`src/rtl/csc_pkg.sv`:
```
package csc_pkg;

    localparam int ANGLE_W        = 32;
    localparam int OUT_W          = 18;
    localparam int OUT_DATA_W     = 40;
    localparam int ZW             = 20;
    localparam int XW             = 20;
    localparam int QW             = 13;
    localparam int TABLE_LEN      = 17;
    localparam int ITERATIONS_DEF = 16;

    localparam int RECIP_SHIFT = 44;
    localparam int RECIP_W     = 26;
    localparam logic [RECIP_W-1:0] RECIP =
        RECIP_W'((64'd1 << RECIP_SHIFT) / 64'd411775);

    localparam logic [31:0]          TWO_PI_U  = 32'd411775;
    localparam logic [ZW-1:0]        TWO_PI_R  = 20'd411775;
    localparam logic signed [ZW-1:0] PI_Z      = 20'sd205887;
    localparam logic signed [ZW-1:0] TWO_PI_Z  = 20'sd411775;
    localparam logic signed [ZW-1:0] HALF_PI_Z = 20'sd102944;
    localparam logic signed [XW-1:0] CORDIC_K  = 20'sd39797;
    localparam logic signed [XW-1:0] OUT_MAX   = 20'sd131071;
    localparam logic signed [XW-1:0] OUT_MIN   = -20'sd131072;

    function automatic logic signed [ZW-1:0] atan_step(input int idx);
        logic signed [ZW-1:0] v;
        case (idx)
            0:       v = 20'sd51471;
            1:       v = 20'sd30385;
            2:       v = 20'sd16061;
            3:       v = 20'sd8152;
            4:       v = 20'sd4093;
            5:       v = 20'sd2048;
            6:       v = 20'sd1024;
            7:       v = 20'sd512;
            8:       v = 20'sd256;
            9:       v = 20'sd128;
            10:      v = 20'sd64;
            11:      v = 20'sd32;
            12:      v = 20'sd16;
            13:      v = 20'sd8;
            14:      v = 20'sd4;
            15:      v = 20'sd2;
            16:      v = 20'sd1;
            default: v = 20'sd0;
        endcase
        return v;
    endfunction

    function automatic logic signed [OUT_W-1:0] sat_out(input logic signed [XW-1:0] v);
        logic signed [OUT_W-1:0] r;
        if (v > OUT_MAX)
        begin
            r = OUT_MAX[OUT_W-1:0];
        end
        else if (v < OUT_MIN)
        begin
            r = OUT_MIN[OUT_W-1:0];
        end
        else
        begin
            r = v[OUT_W-1:0];
        end
        return r;
    endfunction

endpackage

```
`src/rtl/cordic_sine_cosine_q16.sv`:
```
// Sine and cosine of a Q16.16 angle (radians) by rotation-mode CORDIC.
// Slave channel: s_tdata[31:0] carries the signed Q16.16 angle, one per beat.
// Master channel: m_tdata carries sine and cosine, both signed Q2.16 in 18 bits.
// The angle is reduced modulo two pi (sign of the input kept), wrapped into
// [-pi, pi] and folded into [-pi/2, pi/2]; a fold negates the cosine.
// Pipeline: abs, reciprocal multiply, quotient multiply, remainder, wrap/fold,
// one stage per CORDIC iteration, and an output register.
// Throughput: one beat per cycle while m_tready is high, set by one CORDIC iteration per stage.
// Each stage holds its beat while the stage after it is full and stalled;
// empty stages still fill, so s_tready stays high until the whole pipe is full.
// Nothing is lost or repeated while m_tready is low.
// Reset clears every valid bit; the pipe comes out of reset empty and ready.
module cordic_sine_cosine_q16 #(
    parameter int ITERATIONS = csc_pkg::ITERATIONS_DEF
) (
    input  logic                            clk,
    input  logic                            rst_n,
    input  logic                            s_tvalid,
    output logic                            s_tready,
    input  logic [csc_pkg::ANGLE_W-1:0]     s_tdata,  // [31:0] angle
    output logic                            m_tvalid,
    input  logic                            m_tready,
    output logic [csc_pkg::OUT_DATA_W-1:0]  m_tdata   // [17:0] sine, [35:18] cosine
);
    import csc_pkg::*;

    localparam int N  = (ITERATIONS > TABLE_LEN) ? TABLE_LEN : ITERATIONS;
    localparam int NS = N + 6;

    logic [NS-1:0] vld_reg;
    logic [NS-1:0] vld_next;
    logic [NS:0]   rdy;

    logic [31:0]      a_mag_reg;
    logic             a_neg_reg;
    logic [QW-1:0]    b_q_reg;
    logic [31:0]      b_mag_reg;
    logic             b_neg_reg;
    logic [31:0]      c_qp_reg;
    logic [31:0]      c_mag_reg;
    logic             c_neg_reg;
    logic signed [ZW-1:0] d_rem_reg;

    logic signed [XW-1:0] x_reg [0:N];
    logic signed [XW-1:0] y_reg [0:N];
    logic signed [ZW-1:0] z_reg [0:N];
    logic                 nc_reg [0:N];

    logic signed [OUT_W-1:0] sine_reg;
    logic signed [OUT_W-1:0] cosine_reg;

    logic [31:0]                  a_mag_next;
    logic [RECIP_W+31:0]          prod;
    logic [31:0]                  qp;
    logic [31:0]                  diff;
    logic [ZW-1:0]                r_corr;
    logic signed [ZW-1:0]         d_rem_next;
    logic signed [ZW-1:0]         wrapped;
    logic signed [ZW-1:0]         z_fold;
    logic                         nc_fold;
    logic signed [XW-1:0]         x_fin;

    always_comb
    begin
        rdy[NS] = m_tready;
        for (int k = NS - 1; k >= 0; k--)
        begin
            rdy[k] = !vld_reg[k] || rdy[k+1];
        end
        vld_next[0] = s_tvalid;
        for (int k = 1; k < NS; k++)
        begin
            vld_next[k] = vld_reg[k-1];
        end
    end

    always_ff @(posedge clk or negedge rst_n)
    begin
        if (!rst_n)
        begin
            vld_reg <= '0;
        end
        else
        begin
            for (int k = 0; k < NS; k++)
            begin
                if (rdy[k])
                begin
                    vld_reg[k] <= vld_next[k];
                end
            end
        end
    end

    assign s_tready = rdy[0];
    assign m_tvalid = vld_reg[NS-1];
    assign m_tdata  = {{(OUT_DATA_W - 2*OUT_W){1'b0}}, cosine_reg, sine_reg};

    // magnitude, |-2^31| fits unsigned
    assign a_mag_next = s_tdata[31] ? (32'd0 - s_tdata) : s_tdata;

    always_ff @(posedge clk)
    begin
        if (rdy[0])
        begin
            a_mag_reg <= a_mag_next;
            a_neg_reg <= s_tdata[31];
        end
    end

    // quotient estimate: exact or one low
    assign prod = {{RECIP_W{1'b0}}, a_mag_reg} * {32'd0, RECIP};

    always_ff @(posedge clk)
    begin
        if (rdy[1])
        begin
            b_q_reg   <= prod[RECIP_SHIFT+QW-1:RECIP_SHIFT];
            b_mag_reg <= a_mag_reg;
            b_neg_reg <= a_neg_reg;
        end
    end

    assign qp = {{(32-QW){1'b0}}, b_q_reg} * TWO_PI_U;

    always_ff @(posedge clk)
    begin
        if (rdy[2])
        begin
            c_qp_reg  <= qp;
            c_mag_reg <= b_mag_reg;
            c_neg_reg <= b_neg_reg;
        end
    end

    always_comb
    begin
        diff   = c_mag_reg - c_qp_reg;
        r_corr = (diff[ZW-1:0] >= TWO_PI_R) ? (diff[ZW-1:0] - TWO_PI_R) : diff[ZW-1:0];
        d_rem_next = c_neg_reg ? -$signed(r_corr) : $signed(r_corr);
    end

    always_ff @(posedge clk)
    begin
        if (rdy[3])
        begin
            d_rem_reg <= d_rem_next;
        end
    end

    always_comb
    begin
        if (d_rem_reg > PI_Z)
        begin
            wrapped = d_rem_reg - TWO_PI_Z;
        end
        else if (d_rem_reg < -PI_Z)
        begin
            wrapped = d_rem_reg + TWO_PI_Z;
        end
        else
        begin
            wrapped = d_rem_reg;
        end

        if (wrapped > HALF_PI_Z)
        begin
            z_fold  = PI_Z - wrapped;
            nc_fold = 1'b1;
        end
        else if (wrapped < -HALF_PI_Z)
        begin
            z_fold  = -PI_Z - wrapped;
            nc_fold = 1'b1;
        end
        else
        begin
            z_fold  = wrapped;
            nc_fold = 1'b0;
        end
    end

    always_ff @(posedge clk)
    begin
        if (rdy[4])
        begin
            x_reg[0]  <= CORDIC_K;
            y_reg[0]  <= '0;
            z_reg[0]  <= z_fold;
            nc_reg[0] <= nc_fold;
        end
    end

    for (genvar i = 0; i < N; i++)
    begin : g_iter
        localparam logic signed [ZW-1:0] ATAN_I = atan_step(i);
        logic signed [XW-1:0] xs;
        logic signed [XW-1:0] ys;

        assign xs = x_reg[i] >>> i;
        assign ys = y_reg[i] >>> i;

        always_ff @(posedge clk)
        begin
            if (rdy[5+i])
            begin
                if (!z_reg[i][ZW-1])
                begin
                    x_reg[i+1] <= x_reg[i] - ys;
                    y_reg[i+1] <= y_reg[i] + xs;
                    z_reg[i+1] <= z_reg[i] - ATAN_I;
                end
                else
                begin
                    x_reg[i+1] <= x_reg[i] + ys;
                    y_reg[i+1] <= y_reg[i] - xs;
                    z_reg[i+1] <= z_reg[i] + ATAN_I;
                end
                nc_reg[i+1] <= nc_reg[i];
            end
        end
    end

    assign x_fin = nc_reg[N] ? -x_reg[N] : x_reg[N];

    always_ff @(posedge clk)
    begin
        if (rdy[NS-1])
        begin
            sine_reg   <= sat_out(y_reg[N]);
            cosine_reg <= sat_out(x_fin);
        end
    end

endmodule
```
`config.mk`:
```
export PLATFORM = sky130hd
export DESIGN_NAME = cordic_sine_cosine_q16
export DESIGN_NICKNAME = d
export VERILOG_FILES = /design/src/rtl/csc_pkg.sv /design/src/rtl/cordic_sine_cosine_q16.sv
export SDC_FILE = /design/constraint.sdc
export NUM_CORES = 2
export LEC_CHECK = 0
export BUFFER_PORTS_ARGS = -buffer_cell sky130_fd_sc_hd__buf_2
export CAP_MARGIN = 20
export CORE_MARGIN = 1.5
export CORE_UTILIZATION = 40
export CTS_BUF_LIST = sky130_fd_sc_hd__clkbuf_8 sky130_fd_sc_hd__clkbuf_16
export DETAILED_ROUTE_END_ITERATION = 6
export HOLD_SLACK_MARGIN = 0.08
export PLACE_DENSITY = 0.53
export RECOVER_POWER = 25
export SLEW_MARGIN = 20
export SYNTH_ARGS = -nofsm -noshare
export SYNTH_HDL_FRONTEND = slang
export SYNTH_SLANG_ARGS = --single-unit
```
`constraint.sdc`:
```
create_clock -name clk -period 22 [get_ports clk]
set_input_delay 4.4 -clock clk [delete_from_list [all_inputs] [get_ports clk]]
set_output_delay 4.4 -clock clk [all_outputs]
set_load 0.01 [all_outputs]
```
== After elaboration in Yosys (flattened, before gate mapping) ==
Memories as Yosys holds them, arrays and structs flattened.
Cells that the tools add are included.
Word-level totals
  register bits after elaboration: 186
  latch bits: 0
  RAM bits: 1037
  memory bits (read-only): 0
  bits of input ports: 36
  memories kept: 4
Cells by class
  add/sub/neg operators: 104
  $mul: 2
  divide/modulo/power cells: 0
  $lt $le $gt $ge: 9
  equality and inequality tests: 0
  shift operators: 0
  muxes and demuxes: 190
  bitwise operators: 48
  reduce and logical (&&, ||, !) cells: 44
Memory list
  x_reg: words 17, bits a word 20, rd ports 17, clocked after memory_dff 0, write ports 17, line cordic_sine_cosine_q16.sv:44  | logic signed [XW-1:0] x_reg [0:N];
  y_reg: words 17, bits a word 20, rd ports 17, clocked after memory_dff 0, write ports 17, line cordic_sine_cosine_q16.sv:45  | logic signed [XW-1:0] y_reg [0:N];
  z_reg: words 17, bits a word 20, rd ports 16, clocked after memory_dff 0, write ports 17, line cordic_sine_cosine_q16.sv:46  | logic signed [ZW-1:0] z_reg [0:N];
  nc_reg: words 17, bits a word 1, rd ports 17, clocked after memory_dff 0, write ports 17, line cordic_sine_cosine_q16.sv:47  | logic nc_reg [0:N];
Operator list (count)
  $mux 20: 55
  $mux 1: 132
  $gt 20x18->1 const B: 3
  $lt 20x18->1 const B: 3
  $sub 20x20->20: 3
  $mul 32x24->55 const B: 1
  $or 1x1->1: 48
  $add 20x10->20: 2
  $add 20x11->20: 2
  $add 20x12->20: 2
  $add 20x13->20: 2
  $add 20x13->20 const B: 2
  $add 20x14->20: 2
  $add 20x15->20: 2
  $add 20x16->20: 2
  $add 20x17->20: 2
  $add 20x18->20: 2
  $add 20x19->20: 2
  $add 20x5->20: 2
  $add 20x6->20: 2
  $add 20x7->20: 2
  $add 20x8->20: 2
  $add 20x9->20: 2
  $neg 20->20: 2
  other kinds (58): 118

== Depth between registers and ports, before layout ==
  depth after elaboration: 23
  depth in mapped cells: 28
  mapped depth without buffers: 26

== Worst setup path after synthesis ==
Ideal clock, no wire load.
  path type: input -> output
  start point: in m_tready
  end point: out s_tready
  arrival time: 8798 ps
  data required time: 17600 ps
  setup slack: 8802 ps
  cell stages on the path: 13
  buffers on the path: 0
  cells stage by stage: nand2b_1 > nor2_1 > inv_1 > nor2_4 > nand3_2 > nor3_1 > nand3_1 > inv_1 > nand2_1 > nor2_1 > nand2_1 > nor2_1 > nand3_1
Between the ends
  word-level cells in the longest chain between the ends: 22
Ends and longest elaborated chain
  from (decl): line cordic_sine_cosine_q16.sv:22  | input logic m_tready,
  $logic_or 1x1->1 (2 in series): line cordic_sine_cosine_q16.sv:68  | rdy[k] = !vld_reg[k] || rdy[k+1];
  named net rdy[20]: line cordic_sine_cosine_q16.sv:32  | logic [NS:0] rdy;
  $logic_or 1x1->1 (5 in series): line cordic_sine_cosine_q16.sv:68
  named net rdy[15]: line cordic_sine_cosine_q16.sv:32
  $logic_or 1x1->1 (8 in series): line cordic_sine_cosine_q16.sv:68
  named net rdy[7]: line cordic_sine_cosine_q16.sv:32
  $logic_or 1x1->1: line cordic_sine_cosine_q16.sv:68
  named net rdy[6]: line cordic_sine_cosine_q16.sv:32
  $logic_or 1x1->1 (2 in series): line cordic_sine_cosine_q16.sv:68
  named net rdy[4]: line cordic_sine_cosine_q16.sv:32
  $logic_or 1x1->1 (4 in series): line cordic_sine_cosine_q16.sv:68
  to (decl): line cordic_sine_cosine_q16.sv:19  | output logic s_tready,
The timed path passes the listed nets, and every way through them passes these cells.

== Worst setup path in the final report ==
  start point: in m_tready
  end point: out s_tready
Between the ends
  word-level cells in the longest chain between the ends: 22
Ends and longest elaborated chain (line)
  $logic_or 1x1->1: cordic_sine_cosine_q16.sv:68
  named net rdy[21]: cordic_sine_cosine_q16.sv:32
  $logic_or 1x1->1: cordic_sine_cosine_q16.sv:68
  named net rdy[20]: cordic_sine_cosine_q16.sv:32
  $logic_or 1x1->1 (5 in series): cordic_sine_cosine_q16.sv:68
  named net rdy[15]: cordic_sine_cosine_q16.sv:32
  $logic_or 1x1->1 (8 in series): cordic_sine_cosine_q16.sv:68
  named net rdy[7]: cordic_sine_cosine_q16.sv:32
  $logic_or 1x1->1: cordic_sine_cosine_q16.sv:68
  named net rdy[6]: cordic_sine_cosine_q16.sv:32
  $logic_or 1x1->1 (2 in series): cordic_sine_cosine_q16.sv:68
  named net rdy[4]: cordic_sine_cosine_q16.sv:32
  $logic_or 1x1->1 (4 in series): cordic_sine_cosine_q16.sv:68
The timed path passes the listed nets, and every way through them passes these cells.

==> metrics.md <==
| Metric | Value |
|---|---|
| Outcome | `complete, but fails checks` |
| Failing checks | `design-rule violations, max-capacitance violations, max-slew violations` |
| Ys async rst share | `0.02037` |
| Final nets | `10.67k` |
| Slew Limit Fails | `339` |
| Vias in the first global route | `64.32k` |
| Largest net degree at the start of global routing | `61` |
| Hold depth | `0` |
| CTS tree | `built` |
| Layout area overhead | `8.769%` |
| Hold Crit Class | `reg2reg` |
| Most frequent cells in the layout | `1104 x ha_1, 1058 x edfxtp_1, 1024 x inv_1` |
| Min cycle time layout | `15.30 ns` |
| Number of port buffers | `73` |
| CTS Hold Bufs | `0` |
| Num CTS Buffers | `132` |
| Pre-Repair DR Iteration Count | `7` |
| GRT overflow | `0` |
| Post-CTS repair timing setup buffer count | `0` |
| Final hold vios | `0` |
| Most common cell after layout, fill and taps aside | `ha_1` |
| RSZ-0062 raised after global routing | `false` |
| Max reg flops | `300` |
| CP max FO | `38` |
| Latest clock arrival within the worst-skew pair | `0.79 ns` |
| CP Class | `in2out` |
| Syn Area/Cell | `10.26 sq um` |
| Post-synth EDFFs | `1058` |
| Num Clock Sinks | `1080` |
| Core area | `227900 sq um` |
| IO Pins | `78` |
| Vias/cell | `5.272` |
| Setup Skew | `0.02695 ns` |
| Post-CTS resize count | `0` |
| Design Area, Final | `99940 sq um` |
| Flops & latches, synth | `1080` |
| Drt total wl | `218700 um` |
| Synth warn | `0` |
| DP Wirelength | `177800 um` |
| Rows | `175` |
| Initial DRC Count | `3459` |
| FMAX | `0.06536 GHz` |
| Worst path required time | `17.60 ns` |
| Netlist cell types | `110` |
| DRC Markers | `2` |
| Post-synthesis cell count | `8952` |
| Crit end category | `output pin` |
| Initial antenna violation count | `2` |
| Fin crit share | `0.6955` |
| Slew margin rel. | `-1.333` |
| CTS clk-pin slew, worst paths | `0.06 ns` |
| Tot GR Track Use | `0.1868` |
| Vias after detailed routing | `64.33k` |
| Register area share after synthesis | `0.3518` |
| H-tree depth | `4` |
| DP Area | `95910 sq um` |
| Max clock buf depth | `3` |
| DR WL/cell | `17.92 um` |
| Fillers | `21.68k` |
| Worst r2r path cells | `27` |
| Worst path arrival time | `10.90 ns` |
| Synth Cell Area | `91880 sq um` |
| Routed Antenna Nets | `0` |
| Clk Tree Root Cell | `clkbuf_16` |
| Setup_tns | `0 ns` |
| First-pass GRT wire length | `345100 um` |
| Layout cells sized above 1 | `0.03873` |
| Max-Cap Viols | `8` |
| Initial Util | `0.4031` |
| Final setup viols | `0` |
| Routability cong. | `0.8928` |
| CP Launch Type | `input port` |
| Total die area | `232600 sq um` |
| Measured slew at the worst slew-check pin | `3.499 ns` |
| Top FF cell, synth | `edfxtp_1` |
| Die Wd | `482.3 um` |
| Height of the die | `482.3 um` |
[final cells by class]
type	count	area, sq um	share of cell area
multi-input combinational	6762	55290	0.5533
sequential	1080	32320	0.3234
tap	3009	3765	0.03767
inverter	1002	3761	0.03763
clock buffer	139	3456	0.03458
clock inverter	98	763.2	0.007637
timing repair buffer	112	580.6	0.005809
antenna	1	2.502	0.00002504
[Yosys cell counts (all sizes together) (43+ instances only)]
cell | number | area share
nor2b | 91 | 0.0062
o41ai | 44 | 0.0044
a31oi | 57 | 0.0040
nand2 | 499 | 0.020
a21o | 168 | 0.014
xnor2 | 738 | 0.070
fa | 435 | 0.095
nand3 | 189 | 0.010
xor2 | 296 | 0.028
ha | 1104 | 0.15
nand2b | 83 | 0.0057
o211ai | 43 | 0.0037
o21bai | 133 | 0.011
inv | 997 | 0.041
a21oi | 607 | 0.033
edfxtp | 1058 | 0.35
o21ai | 364 | 0.020
or3 | 100 | 0.0068
nor3 | 271 | 0.015
and3 | 78 | 0.0054
a211oi | 47 | 0.0038
a21boi | 73 | 0.0060
o21a | 75 | 0.0061
clkbuf | 86 | 0.0035
nor2 | 645 | 0.026
o31ai | 91 | 0.0074
[metal layers]
layer  GRT usage  vias up  part of all wire
li1            -    32232                 -
met5           0        -                 0
met4     0.06866        0             0.035
met3     0.02022      302             0.027
met2      0.3379      916              0.50
met1      0.2277    30884              0.43
[final timing paths]
| kind | slack, ns | endpoint | from |
|---|---|---|---|
| max reg2reg | 12.21 | z_reg[1][18]$_DFFE_PP_ | vld_reg[21]$_DFFE_PN0P_ |
| max | 6.70 | s_tready | m_tready |
| max in group asynchronous | 16.78 | vld_reg[18]$_DFFE_PN0P_ | rst_n |
| min in group asynchronous | 4.11 | vld_reg[2]$_DFFE_PN0P_ | rst_n |
| min | 0.41 | z_reg[6][10]$_DFFE_PP_ | z_reg[5][10]$_DFFE_PP_ |
| min reg2reg | 0.41 | z_reg[6][10]$_DFFE_PP_ | z_reg[5][10]$_DFFE_PP_ |
[critical path, cell delays in order]
cell and delay, ns:
buf_2 0.10, nand2b_2 0.16, clkbuf_1 0.87, nor2_1 0.52, inv_1 0.18, nor2_1 0.71
nand3_1 0.40, nor3_1 0.88, nand3_1 0.32, inv_1 0.17, nand2_1 0.12, nor2_1 0.29
nand2_1 0.09, buf_4 0.24, nor2_1 0.27, nand3_2 0.71, buf_2 0.41
[logic make-up (layout without fill, tap and decap cells)]
logic type	Yosys count	in the layout	synth area share
and+or+nand+nor	2176	2176	0.1132
AOI/OAI and AO/OA	1949	1949	0.1389
muxes	56	56	0.006305
xor gates and xnor gates	1034	1034	0.09872
DFF	1080	1080	0.3518
buffers and inverters	1116	1351	0.04597
adders and majority gates	1539	1539	0.2451
other	2	9	0.00008173
[per-stage QoR]
step	utilization	std cells	hold slack, ns	setup slack, ns
floorplan	-	8958	0.4003	8.802
global placement	0.4207	11965	0.4015	8.268
detailed placement	0.4208	11965	0.4045	8.090
CTS	0.4393	12202	0.4144	8.067
global route	0.4385	12203	0.4190	5.920
finish	0.4385	12203	0.4134	6.699
Power is not shown: default switching activity piles up to over one toggle a cycle in this logic, so the estimate is an artifact.
